--- config.mk ---
export PLATFORM = sky130hd
export DESIGN_NAME = clock_synth_divider_planner
export DESIGN_NICKNAME = d
export VERILOG_FILES = /design/src/design/csdp_pkg.sv /design/src/design/clock_synth_divider_planner.sv
export SDC_FILE = /design/constraint.sdc
export NUM_CORES = 1
export LEC_CHECK = 0
export ABC_AREA = 1
export BUFFER_PORTS_ARGS = -buffer_cell sky130_fd_sc_hd__buf_2
export CAP_MARGIN = 10
export CORE_MARGIN = 3
export CORE_UTILIZATION = 40
export DETAILED_ROUTE_END_ITERATION = 16
export PLACE_DENSITY = 0.56
export SKIP_LAST_GASP = 1
export SYNTH_ARGS = -nofsm -noshare
export SYNTH_HDL_FRONTEND = slang
export SYNTH_SLANG_ARGS = --single-unit
--- constraint.sdc ---
create_clock -name clk -period 7.2 [get_ports clk]
set_input_delay 1.44 -clock clk [delete_from_list [all_inputs] [get_ports clk]]
set_output_delay 1.44 -clock clk [all_outputs]
set_load 0.03 [all_outputs]
--- src/design/csdp_pkg.sv ---
// ============================================================================
// csdp_pkg
// Shared constants for the clock synthesizer divider planner: limits, reset
// values, register indexes and the bit layout of the stream items.
// ============================================================================
package csdp_pkg;

    localparam int NUM_CHANNELS_DEF = 2;

    localparam logic [29:0] VCO_MAX_HZ    = 30'd900000000;
    localparam logic [29:0] DIV_MAX       = 30'd900;
    localparam logic [6:0]  DIV4_BITS     = 7'h0C;
    localparam logic [17:0] P1_OFFSET     = 18'd512;
    localparam logic [25:0] CRYSTAL_RESET = 26'd24998694;
    localparam logic [15:0] OFFSET_RESET  = 16'd608;

    // configuration register indexes
    localparam int          CFG_IDX_W   = 1;
    localparam int          CFG_DATA_W  = 26;
    localparam logic [0:0]  REG_CRYSTAL = 1'd0;
    localparam logic [0:0]  REG_OFFSET  = 1'd1;

    // stream widths
    localparam int S_DATA_W = 32;
    localparam int S_USER_W = 3;
    localparam int M_DATA_W = 88;
    localparam int M_USER_W = 3;

    // input tuser bits
    localparam int SU_CHANNEL = 0;
    localparam int SU_CW      = 1;
    localparam int SU_LSB     = 2;

    // output tuser bits
    localparam int MU_CHANNEL = 0;
    localparam int MU_CHANGED = 1;
    localparam int MU_ERROR   = 2;

    // output tdata field positions (low bit)
    localparam int MD_FB_P1  = 0;
    localparam int MD_FB_P2  = 18;
    localparam int MD_FB_P3  = 38;
    localparam int MD_OUT_P1 = 58;
    localparam int MD_RDIV   = 76;

endpackage

--- src/design/clock_synth_divider_planner.sv ---
// ============================================================================
// clock_synth_divider_planner
// Plans PLL feedback and output multisynth words for one frequency request.
// ============================================================================
// One request is processed at a time. Three 30-step restoring divisions
// (output divider, feedback integer part, feedback fraction) share one
// bit-per-cycle divider, with R normalization and a bit-serial multiply
// between the first and the second. Rejected requests (offset underflow,
// zero frequency, small crystal) go straight to the finish state. The next
// request is taken while the previous result waits on the output register.
module clock_synth_divider_planner #(
    parameter int NUM_CHANNELS = csdp_pkg::NUM_CHANNELS_DEF
) (
    input  logic                            clk,
    input  logic                            rst_n,
    input  logic                            s_tvalid,
    output logic                            s_tready,
    // freq_hz[27:0], zero fill
    input  logic [csdp_pkg::S_DATA_W-1:0]   s_tdata,
    // channel[0], cw_mode[1], add_offset[2]
    input  logic [csdp_pkg::S_USER_W-1:0]   s_tuser,
    output logic                            m_tvalid,
    input  logic                            m_tready,
    // feedback_p1[17:0], feedback_p2[37:18], feedback_p3[57:38],
    // output_p1[75:58], rdiv_control[82:76], zero fill
    output logic [csdp_pkg::M_DATA_W-1:0]   m_tdata,
    // out_channel[0], output_stage_changed[1], range_error[2]
    output logic [csdp_pkg::M_USER_W-1:0]   m_tuser,
    input  logic                            cfg_we,
    input  logic [csdp_pkg::CFG_IDX_W-1:0]  cfg_index,
    input  logic [csdp_pkg::CFG_DATA_W-1:0] cfg_wdata
);
    import csdp_pkg::*;

    localparam logic [2:0] S_IDLE   = 3'd0;
    localparam logic [2:0] S_DIV    = 3'd1;
    localparam logic [2:0] S_NORM   = 3'd2;
    localparam logic [2:0] S_MUL    = 3'd3;
    localparam logic [2:0] S_FINISH = 3'd4;

    localparam logic [1:0] P_FREQ = 2'd0;
    localparam logic [1:0] P_VCO  = 2'd1;
    localparam logic [1:0] P_FRAC = 2'd2;

    localparam logic [4:0] DIV_LAST = 5'd29;
    localparam logic [4:0] MUL_LAST = 5'd9;

    logic [25:0] xtal_reg;
    logic [15:0] offset_reg;

    logic [2:0]  state_reg, state_next;
    logic [1:0]  phase_reg, phase_next;
    logic [4:0]  cnt_reg, cnt_next;
    logic        err_reg, err_next;
    logic        ch_reg, ch_next;
    logic [30:0] f_reg, f_next;
    logic [29:0] num_reg, num_next;
    logic [30:0] rem_reg, rem_next;
    logic [30:0] den_reg, den_next;
    logic [2:0]  k_reg, k_next;
    logic [9:0]  div_reg, div_next;
    logic [9:0]  mul_sh_reg, mul_sh_next;
    logic [29:0] acc_reg, acc_next;
    logic [10:0] a_reg, a_next;
    logic [7:0]  fr_reg, fr_next;
    logic [19:0] p2_reg, p2_next;

    logic                m_tvalid_reg;
    logic [M_DATA_W-1:0] m_tdata_reg;
    logic [M_USER_W-1:0] m_tuser_reg;

    logic [15:0] cache_div_reg [NUM_CHANNELS];
    logic [6:0]  cache_r_reg   [NUM_CHANNELS];

    // input front end
    logic [27:0] fin;
    logic [28:0] f_sum, f_diff, f_adj;
    logic        underflow, in_err;
    logic [30:0] f_eff;

    // shared serial divider
    logic [31:0] rem_sh, rem_sub;
    logic        q_bit;
    logic [30:0] rem_step;
    logic [29:0] num_step;

    // serial multiply
    logic [29:0] acc_step;

    // result assembly
    logic        out_free, finish_fire;
    logic [6:0]  rcode;
    logic [6:0]  rdiv;
    logic [17:0] fb_p1, out_p1;
    logic        changed;
    logic [M_DATA_W-1:0] res_data;

    assign out_free    = !m_tvalid_reg || m_tready;
    assign finish_fire = (state_reg == S_FINISH) && out_free;

    always_comb
    begin
        fin       = s_tdata[27:0];
        f_sum     = {1'b0, fin} + {13'd0, offset_reg};
        f_diff    = {1'b0, fin} - {13'd0, offset_reg};
        underflow = (fin < {12'd0, offset_reg});
        f_adj     = {1'b0, fin};
        if (s_tuser[SU_CW])
        begin
            f_adj = s_tuser[SU_LSB] ? f_sum : f_diff;
        end
        if (s_tuser[SU_CHANNEL] == 1'b0)
        begin
            f_eff = {f_adj, 2'b00};
        end
        else
        begin
            f_eff = {3'd0, fin};
        end
        in_err = ((s_tuser[SU_CHANNEL] == 1'b0) && s_tuser[SU_CW] && !s_tuser[SU_LSB]
                  && underflow)
                 || (f_eff == 31'd0) || (xtal_reg < 26'd32);
    end

    always_comb
    begin
        rem_sh   = {rem_reg, num_reg[29]};
        rem_sub  = rem_sh - {1'b0, den_reg};
        q_bit    = (rem_sh >= {1'b0, den_reg});
        rem_step = q_bit ? rem_sub[30:0] : rem_sh[30:0];
        num_step = {num_reg[28:0], q_bit};
        acc_step = {acc_reg[28:0], 1'b0} + (mul_sh_reg[9] ? f_reg[29:0] : 30'd0);
    end

    always_comb
    begin
        state_next  = state_reg;
        phase_next  = phase_reg;
        cnt_next    = cnt_reg;
        err_next    = err_reg;
        ch_next     = ch_reg;
        f_next      = f_reg;
        num_next    = num_reg;
        rem_next    = rem_reg;
        den_next    = den_reg;
        k_next      = k_reg;
        div_next    = div_reg;
        mul_sh_next = mul_sh_reg;
        acc_next    = acc_reg;
        a_next      = a_reg;
        fr_next     = fr_reg;
        p2_next     = p2_reg;
        case (state_reg)
            S_IDLE:
            begin
                if (s_tvalid)
                begin
                    ch_next    = s_tuser[SU_CHANNEL];
                    err_next   = in_err;
                    f_next     = f_eff;
                    num_next   = VCO_MAX_HZ;
                    rem_next   = '0;
                    den_next   = f_eff;
                    cnt_next   = '0;
                    k_next     = '0;
                    phase_next = P_FREQ;
                    state_next = in_err ? S_FINISH : S_DIV;
                end
            end
            S_DIV:
            begin
                num_next = num_step;
                rem_next = rem_step;
                cnt_next = cnt_reg + 5'd1;
                if (cnt_reg == DIV_LAST)
                begin
                    cnt_next = '0;
                    case (phase_reg)
                        P_FREQ:
                        begin
                            state_next = S_NORM;
                        end
                        P_VCO:
                        begin
                            a_next     = num_step[10:0];
                            num_next   = {2'd0, rem_step[25:5], 7'd0};
                            rem_next   = '0;
                            den_next   = {10'd0, xtal_reg[25:5]};
                            phase_next = P_FRAC;
                        end
                        default:
                        begin
                            fr_next    = num_step[7:0];
                            p2_next    = rem_step[19:0];
                            state_next = S_FINISH;
                        end
                    endcase
                end
            end
            S_NORM:
            begin
                if (num_reg > DIV_MAX)
                begin
                    if (k_reg == 3'd7)
                    begin
                        err_next   = 1'b1;
                        state_next = S_FINISH;
                    end
                    else
                    begin
                        num_next = num_reg >> 1;
                        k_next   = k_reg + 3'd1;
                    end
                end
                else if (num_reg[9:1] < 9'd2)
                begin
                    err_next   = 1'b1;
                    state_next = S_FINISH;
                end
                else
                begin
                    div_next    = {num_reg[9:1], 1'b0};
                    mul_sh_next = {num_reg[9:1], 1'b0};
                    acc_next    = '0;
                    cnt_next    = '0;
                    state_next  = S_MUL;
                end
            end
            S_MUL:
            begin
                acc_next    = acc_step;
                mul_sh_next = {mul_sh_reg[8:0], 1'b0};
                cnt_next    = cnt_reg + 5'd1;
                if (cnt_reg == MUL_LAST)
                begin
                    num_next   = acc_step << k_reg;
                    rem_next   = '0;
                    den_next   = {5'd0, xtal_reg};
                    cnt_next   = '0;
                    phase_next = P_VCO;
                    state_next = S_DIV;
                end
            end
            S_FINISH:
            begin
                if (out_free)
                begin
                    state_next = S_IDLE;
                end
            end
            default:
            begin
                state_next = S_IDLE;
            end
        endcase
    end

    always_comb
    begin
        rcode    = {k_reg, 4'd0};
        rdiv     = rcode | ((div_reg == 10'd4) ? DIV4_BITS : 7'd0);
        fb_p1    = {a_reg, 7'd0} + {10'd0, fr_reg} - P1_OFFSET;
        out_p1   = {1'b0, div_reg, 7'd0} - P1_OFFSET;
        changed  = 1'b1;
        for (int i = 0; i < NUM_CHANNELS; i++)
        begin
            if (int'(ch_reg) == i)
            begin
                changed = (cache_div_reg[i] != {6'd0, div_reg}) || (cache_r_reg[i] != rcode);
            end
        end
        res_data = '0;
        res_data[MD_FB_P1 +: 18]  = fb_p1;
        res_data[MD_FB_P2 +: 20]  = p2_reg;
        res_data[MD_FB_P3 +: 20]  = xtal_reg[24:5];
        res_data[MD_OUT_P1 +: 18] = out_p1;
        res_data[MD_RDIV +: 7]    = rdiv;
    end

    always_ff @(posedge clk or negedge rst_n)
    begin
        if (!rst_n)
        begin
            xtal_reg     <= CRYSTAL_RESET;
            offset_reg   <= OFFSET_RESET;
            state_reg    <= S_IDLE;
            phase_reg    <= P_FREQ;
            cnt_reg      <= '0;
            err_reg      <= 1'b0;
            m_tvalid_reg <= 1'b0;
            for (int i = 0; i < NUM_CHANNELS; i++)
            begin
                cache_div_reg[i] <= '0;
                cache_r_reg[i]   <= '0;
            end
        end
        else
        begin
            if (cfg_we)
            begin
                if (cfg_index == REG_CRYSTAL)
                begin
                    xtal_reg <= cfg_wdata;
                end
                else if (cfg_index == REG_OFFSET)
                begin
                    offset_reg <= cfg_wdata[15:0];
                end
            end
            state_reg <= state_next;
            phase_reg <= phase_next;
            cnt_reg   <= cnt_next;
            err_reg   <= err_next;
            if (finish_fire)
            begin
                m_tvalid_reg <= 1'b1;
                if (!err_reg)
                begin
                    for (int i = 0; i < NUM_CHANNELS; i++)
                    begin
                        if (int'(ch_reg) == i && changed)
                        begin
                            cache_div_reg[i] <= {6'd0, div_reg};
                            cache_r_reg[i]   <= rcode;
                        end
                    end
                end
            end
            else if (m_tready)
            begin
                m_tvalid_reg <= 1'b0;
            end
        end
    end

    // datapath, no reset
    always_ff @(posedge clk)
    begin
        ch_reg     <= ch_next;
        f_reg      <= f_next;
        num_reg    <= num_next;
        rem_reg    <= rem_next;
        den_reg    <= den_next;
        k_reg      <= k_next;
        div_reg    <= div_next;
        mul_sh_reg <= mul_sh_next;
        acc_reg    <= acc_next;
        a_reg      <= a_next;
        fr_reg     <= fr_next;
        p2_reg     <= p2_next;
        if (finish_fire)
        begin
            m_tuser_reg[MU_CHANNEL] <= ch_reg;
            m_tuser_reg[MU_ERROR]   <= err_reg;
            m_tuser_reg[MU_CHANGED] <= !err_reg && changed;
            m_tdata_reg             <= err_reg ? '0 : res_data;
        end
    end

    assign s_tready = (state_reg == S_IDLE);
    assign m_tvalid = m_tvalid_reg;
    assign m_tdata  = m_tdata_reg;
    assign m_tuser  = m_tuser_reg;

endmodule

=== Word-level counts from Yosys, hierarchy flattened ===
Index checks and enable logic that the tools add are counted.

* Add/subtract/negate cells: 9
* Muxes and demuxes: 62
* Bitwise logic cells: 8
* Shift operators: 1
* Order comparisons: 5
* Equal/unequal tests: 25
* Reduce and logical (&&, ||, !) cells: 40

{| class="wikitable"
|+ Operators with widths
! operator !! number
|-
| $mux 31 || 10
|-
| $mux 30 || 7
|-
| $pmux 31 s3 || 2
|-
| $pmux 30 s4 || 1
|-
| $mux 29 || 4
|-
| $pmux 29 s2 || 1
|-
| $mux 3 || 11
|-
| $ge 32x31->1 || 1
|-
| $logic_not 31->1 || 1
|-
| $sub 31x31->31 || 1
|-
| $add 30x30->30 || 1
|-
| $gt 30x10->1 const B || 1
|-
| $shl 30x3->30 || 1
|-
| $add 28x16->29 || 1
|-
| $sub 28x16->29 || 1
|-
| $lt 28x16->1 || 1
|-
| $lt 26x6->1 const B || 1
|-
| $mux 5 || 5
|-
| $reduce_and 3->1 || 7
|-
| $mux 10 || 2
|-
| $ne 2x2->1 const B || 10
|-
| $pmux 10 s2 || 1
|-
| $pmux 5 s4 || 1
|-
| $add 18x8->18 || 1
|-
| other kinds (37) || 77
|}

* Output and inout bits: 93
* Register bits after elaboration: 382

=== Depth between registers and ports, before layout ===
* Word-level depth: 10
* Gate-level depth with buffers: 27

=== Worst setup path before layout ===
OpenSTA, ideal clock, no wires.

* Path type: input to register
* From: input s_tvalid
* To: register den_reg[0] (enable)
* Path slack: 1.789 ns
* Arrival: 5.026 ns
* Stages on the path: 6
* Library setup time: 0.386 ns
* Path buffers: 0
* Path through: nor2_1 nor2_1 inv_1 nor3_1 nand2_1 inv_1

* Longest elaborated chain between the ends: 2

{| class="wikitable"
|+ RTL lines
! item !! line !! source
|-
| from (decl) || clock_synth_divider_planner.sv:16 || <nowiki>input logic s_tvalid,</nowiki>
|-
| $ne 2x2->1 (no source line) || -- ||
|-
| $reduce_and 5->1 (no source line) || -- ||
|-
| to (signal assigned) || clock_synth_divider_planner.sv:343 || <nowiki>den_reg <= den_next;</nowiki>
|-
| to (decl) || clock_synth_divider_planner.sv:59 || <nowiki>logic [30:0] den_reg, den_next;</nowiki>
|}

Every way passes these cells.
A chain may end at the register's enable or synchronous reset.

=== Final worst setup path ===
* From: register state_reg[2]
* To: register num_reg[27] (data pin)

* Longest elaborated chain between the ends: 2
* Elaborated cells between the ends (all ways): 5

{| class="wikitable"
|+ RTL lines
! item !! line !! source
|-
| from (decl) || clock_synth_divider_planner.sv:51 || <nowiki>logic [2:0] state_reg, state_next;</nowiki>
|-
| from (signal assigned) || clock_synth_divider_planner.sv:310 || <nowiki>state_reg <= state_next;</nowiki>
|-
| $eq 3x2->1 (tied with other cells) || clock_synth_divider_planner.sv:153 || <nowiki>case (state_reg)</nowiki>
|-
| $pmux 30 s4 * || clock_synth_divider_planner.sv:153 ||
|-
| net num_next[27] || clock_synth_divider_planner.sv:57 || <nowiki>logic [29:0] num_reg, num_next;</nowiki>
|-
| to (signal assigned) || clock_synth_divider_planner.sv:341 || <nowiki>num_reg <= num_next;</nowiki>
|-
| to (decl) || clock_synth_divider_planner.sv:57 ||
|}

The timed path passes the listed nets; every way through them passes the cells marked *.

==> impl_metrics.py <==
metrics = {
    "routing": {
        "wl_met3_um": 3733,
        "drc_errors": 0,
        "drt_first_iter_violations": 1426,
        "routed-wl-met2_um": 32990,
        "antenna_violating_nets_post_route": 0,
        "via_count": 19846,
        "route.final.wire_length_um": 70280,
        "drt-vias-per-instance": 5.214,
        "wl_per_cell_um": 18.46,
        "top_layer": "met5",
        "detail_route.first_pass.iterations": 6,
        "routedLengthMet1_um": 30930,
    },
    "global_routing": {
        "via_count_of_the_first_global_routing_pass": 19403,
        "gr-usage-all-layers_pct": 23.09,
        "initial_antenna_violation_count": 1,
        "grt_max_degree": 76,
        "wire_length_of_the_first_global_routing_pass_um": 109100,
        "global_route.overflow_total": 0,
    },
    "setup_path": {
        "worst-endpoint-required_ns": 7.61,
        "crit_arrival_ns": 5.02,
        "startpoint_type": "register",
        "worstPathMaxFanout": 24,
        "endpoint_kind": "register",
        "timing_worst_setup_path_type": "reg2reg",
    },
    "timing": {
        "finalWorstSetupSlack_ns": 2.590,
        "finalHoldViolCount": 0,
        "timing_max_transition_violations_final": 0,
        "post-route-period-util_pct": 64.03,
        "setup_viol": 0,
        "fmax_mhz": 216.9,
        "max_slew_margin_pct": 21.54,
        "tightest_slew_ns": 1.176,
        "worst_setup_skew_after_layout_ns": 0.03523,
        "rsz_0062_raised_after_global_routing": "false",
        "totalNegativeSetupSlack_ns": 0,
        "post-route-min-period_ns": 4.610,
    },
    "place": {
        "gp_routability_congestion": 0.9446,
        "port_buffers": 140,
        "hpwl_um": 54290,
        "dpl_worst_slack_ns": 2.571,
    },
    "yosys": {
        "syn_inst": 2905,
        "postSynthRegisterBits": 365,
        "synth.yosys.warnings": 0,
        "yosys_most_used_dff": "edfxtp_1",
        "synth_enable_flop_cells": 287,
        "netlist-cell-type-count": 61,
        "synth_sequential_area_ratio_pct": 45.87,
        "mappedNetlistArea_um2": 23090,
        "postSynth.asyncResetShare_pct": 21.37,
        "synthesis.area_per_instance_um2": 7.949,
    },
    "layout": {
        "largest_register_ffs": 72,
        "area_growth_syn_to_layout_pct": 12.26,
        "drive_gt1_share_pct": 11.21,
        "nets": 3185,
        "num-fill-cells": 5616,
        "antenna_cells": 0,
    },
    "clocking": {
        "cts_root_buffer": "clkbuf_16",
        "htree_num_levels": 2,
        "postCtsHoldBufs": 0,
        "cts_num_sinks": 365,
        "postCtsSetupRepairBufs": 0,
        "resized_after_cts": 0,
        "cts-root-to-sink-buffers": 3,
        "clkSlewWorstSetupHoldPaths_ns": 0.06,
        "worst_skew_pair_latency_ns": 0.58,
        "tritoncts": "built",
        "number_of_buffers_created_by_cts": 43,
    },
    "floorplanning": {
        "rows": 87,
        "die_area_um2": 60650,
        "die_width_um": 246.3,
        "core_um2": 56710,
        "start_util_pct": 40.72,
        "design.portCount": 160,
        "dieHeight_um": 246.3,
    },
    "run": {
        "timing.max_cap.violations": 0,
    },
    "power": {
        "power.density_cell_area_nw_per_um2": 433.4,
        "vdd_drop_max_uv": 215.2,
        "power.leakage_nw": 11.93,
    },
    "min_path": {
        "hold_path.class": "reg2reg",
    },
    "status": {
        "status": "completed",
    },
}
[worst paths after layout]
path / startpoint / to / slack [ns] / cells past startpoint
hold / removal: xtal_reg[1] / xtal_reg[1] / 0.49 / 2
setup reg to reg: state_reg[2] / num_reg[27] / 2.59 / 9
hold reg to reg: xtal_reg[1] / xtal_reg[1] / 0.49 / 2
min in group asynchronous: rst_n / m_tvalid / 0.74 / 1
setup / recovery: state_reg[2] / num_reg[27] / 2.59 / 9
max in group asynchronous: rst_n / err_reg / 5.35 / 2
[worst max-delay path, cell delays in order (launching register included)]
cell	delay (ns)
dfrtp_1	0.45
nor2_2	0.70
inv_2	0.34
nor2_2	0.69
inv_2	0.42
nor2_1	0.28
inv_1	0.08
nor2_2	0.81
nand3_1	0.45
o2111ai_1	0.21
[routing by layer]
metal / global-route usage, % / vias up
li1: - / 9811
met1: 30.52 / 9326
met2: 38.80 / 588
met3: 3.091 / 119
met4: 8.322 / 2
met5: 0 / -
[cells in the final DEF, fill, tap and decap left out, drive strengths merged, types with 4 or more instances in the layout]
cell type | Yosys | routed
nand2 | 693 | 693
inv | 457 | 460
nor2 | 314 | 314
edfxtp | 287 | 287
o21ai | 209 | 209
nand3 | 191 | 191
buf | 55 | 163
a21oi | 153 | 153
ha | 98 | 98
dfrtp | 60 | 60
clkbuf | 56 | 45
nand4 | 40 | 40
xor2 | 38 | 38
nor3 | 34 | 34
clkinv | 3 | 24
o211ai | 23 | 23
xnor2 | 23 | 23
or2 | 22 | 22
nor4 | 21 | 21
o221ai | 20 | 20
dfstp | 18 | 18
conb | 1 | 15
a22oi | 14 | 14
o21bai | 13 | 13
o22ai | 9 | 9
o2111ai | 8 | 8
a31oi | 7 | 7
bufinv | 0 | 5
clkinvlp | 0 | 5
a21boi | 5 | 5
o21a | 4 | 4
a221o | 4 | 4
fa | 4 | 4
[power by group]
group          leakage [nW]  internal [mW]  switching [mW]
Sequential             3.70           3.24           0.333
Clock                 0.689           1.29           0.911
Combinational          7.55           1.62            3.84
[layout make-up]
class | instances | area (um2) | share of cell area (%)
multi-input cells | 1983 | 10330 | 39.83
clock buffers | 45 | 1084 | 4.180
flip-flops and latches | 365 | 10590 | 40.87
inverters | 460 | 1727 | 6.661
repair buffers | 163 | 895.9 | 3.456
well taps | 756 | 945.9 | 3.649
clock inverters | 34 | 351.6 | 1.356
[synthesized netlist by cell type, types with 12 or more instances]
cell type,number,area (um2)
a21oi_1,149,745.7
a22oi_1,14,105.1
buf_2,23,115.1
buf_4,20,150.1
clkbuf_1,55,206.5
dfrtp_1,60,1501
dfstp_2,18,473.0
edfxtp_1,287,8618
ha_1,98,1226
inv_1,437,1640
inv_2,20,75.07
nand2_1,684,2567
nand3_1,179,895.9
nand3_2,12,120.1
nand4_1,40,250.2
nor2_1,302,1134
nor3_1,32,160.2
nor4_1,20,125.1
o211ai_1,23,172.7
o21ai_0,184,920.9
o21ai_1,20,100.1
o21bai_1,13,97.59
o221ai_1,20,175.2
or2_2,20,125.1
xnor2_1,23,201.4
xor2_1,38,332.8
[cells by family after synthesis]
family / after synthesis / share of synthesized area, %
fa+ha+maj: 102 / 5.657
compound gates: 480 / 12.00
flops: 365 / 45.87
other cells: 1 / 0.01624
xor+xnor: 61 / 2.314
buf+inv: 571 / 9.769
simple gates: 1325 / 24.37
[stage by stage]
stage | area (um2) | hold slack (ns) | std cells | power (mW) | utilization, %
global route | 25920 | 0.5102 | 3806 | 12.10 | 45.71
CTS | 25900 | 0.4959 | 3805 | 11.25 | 45.66
global placement | 24460 | 0.4621 | 3726 | 8.947 | 43.13
detailed placement | 24460 | 0.4861 | 3726 | 9.018 | 43.13
floorplan | 23140 | 0.4450 | 2919 | 7.362 | -
finish | 25920 | 0.4922 | 3806 | 11.24 | 45.71
No activity file was read; power rests on OpenSTA's default activity.
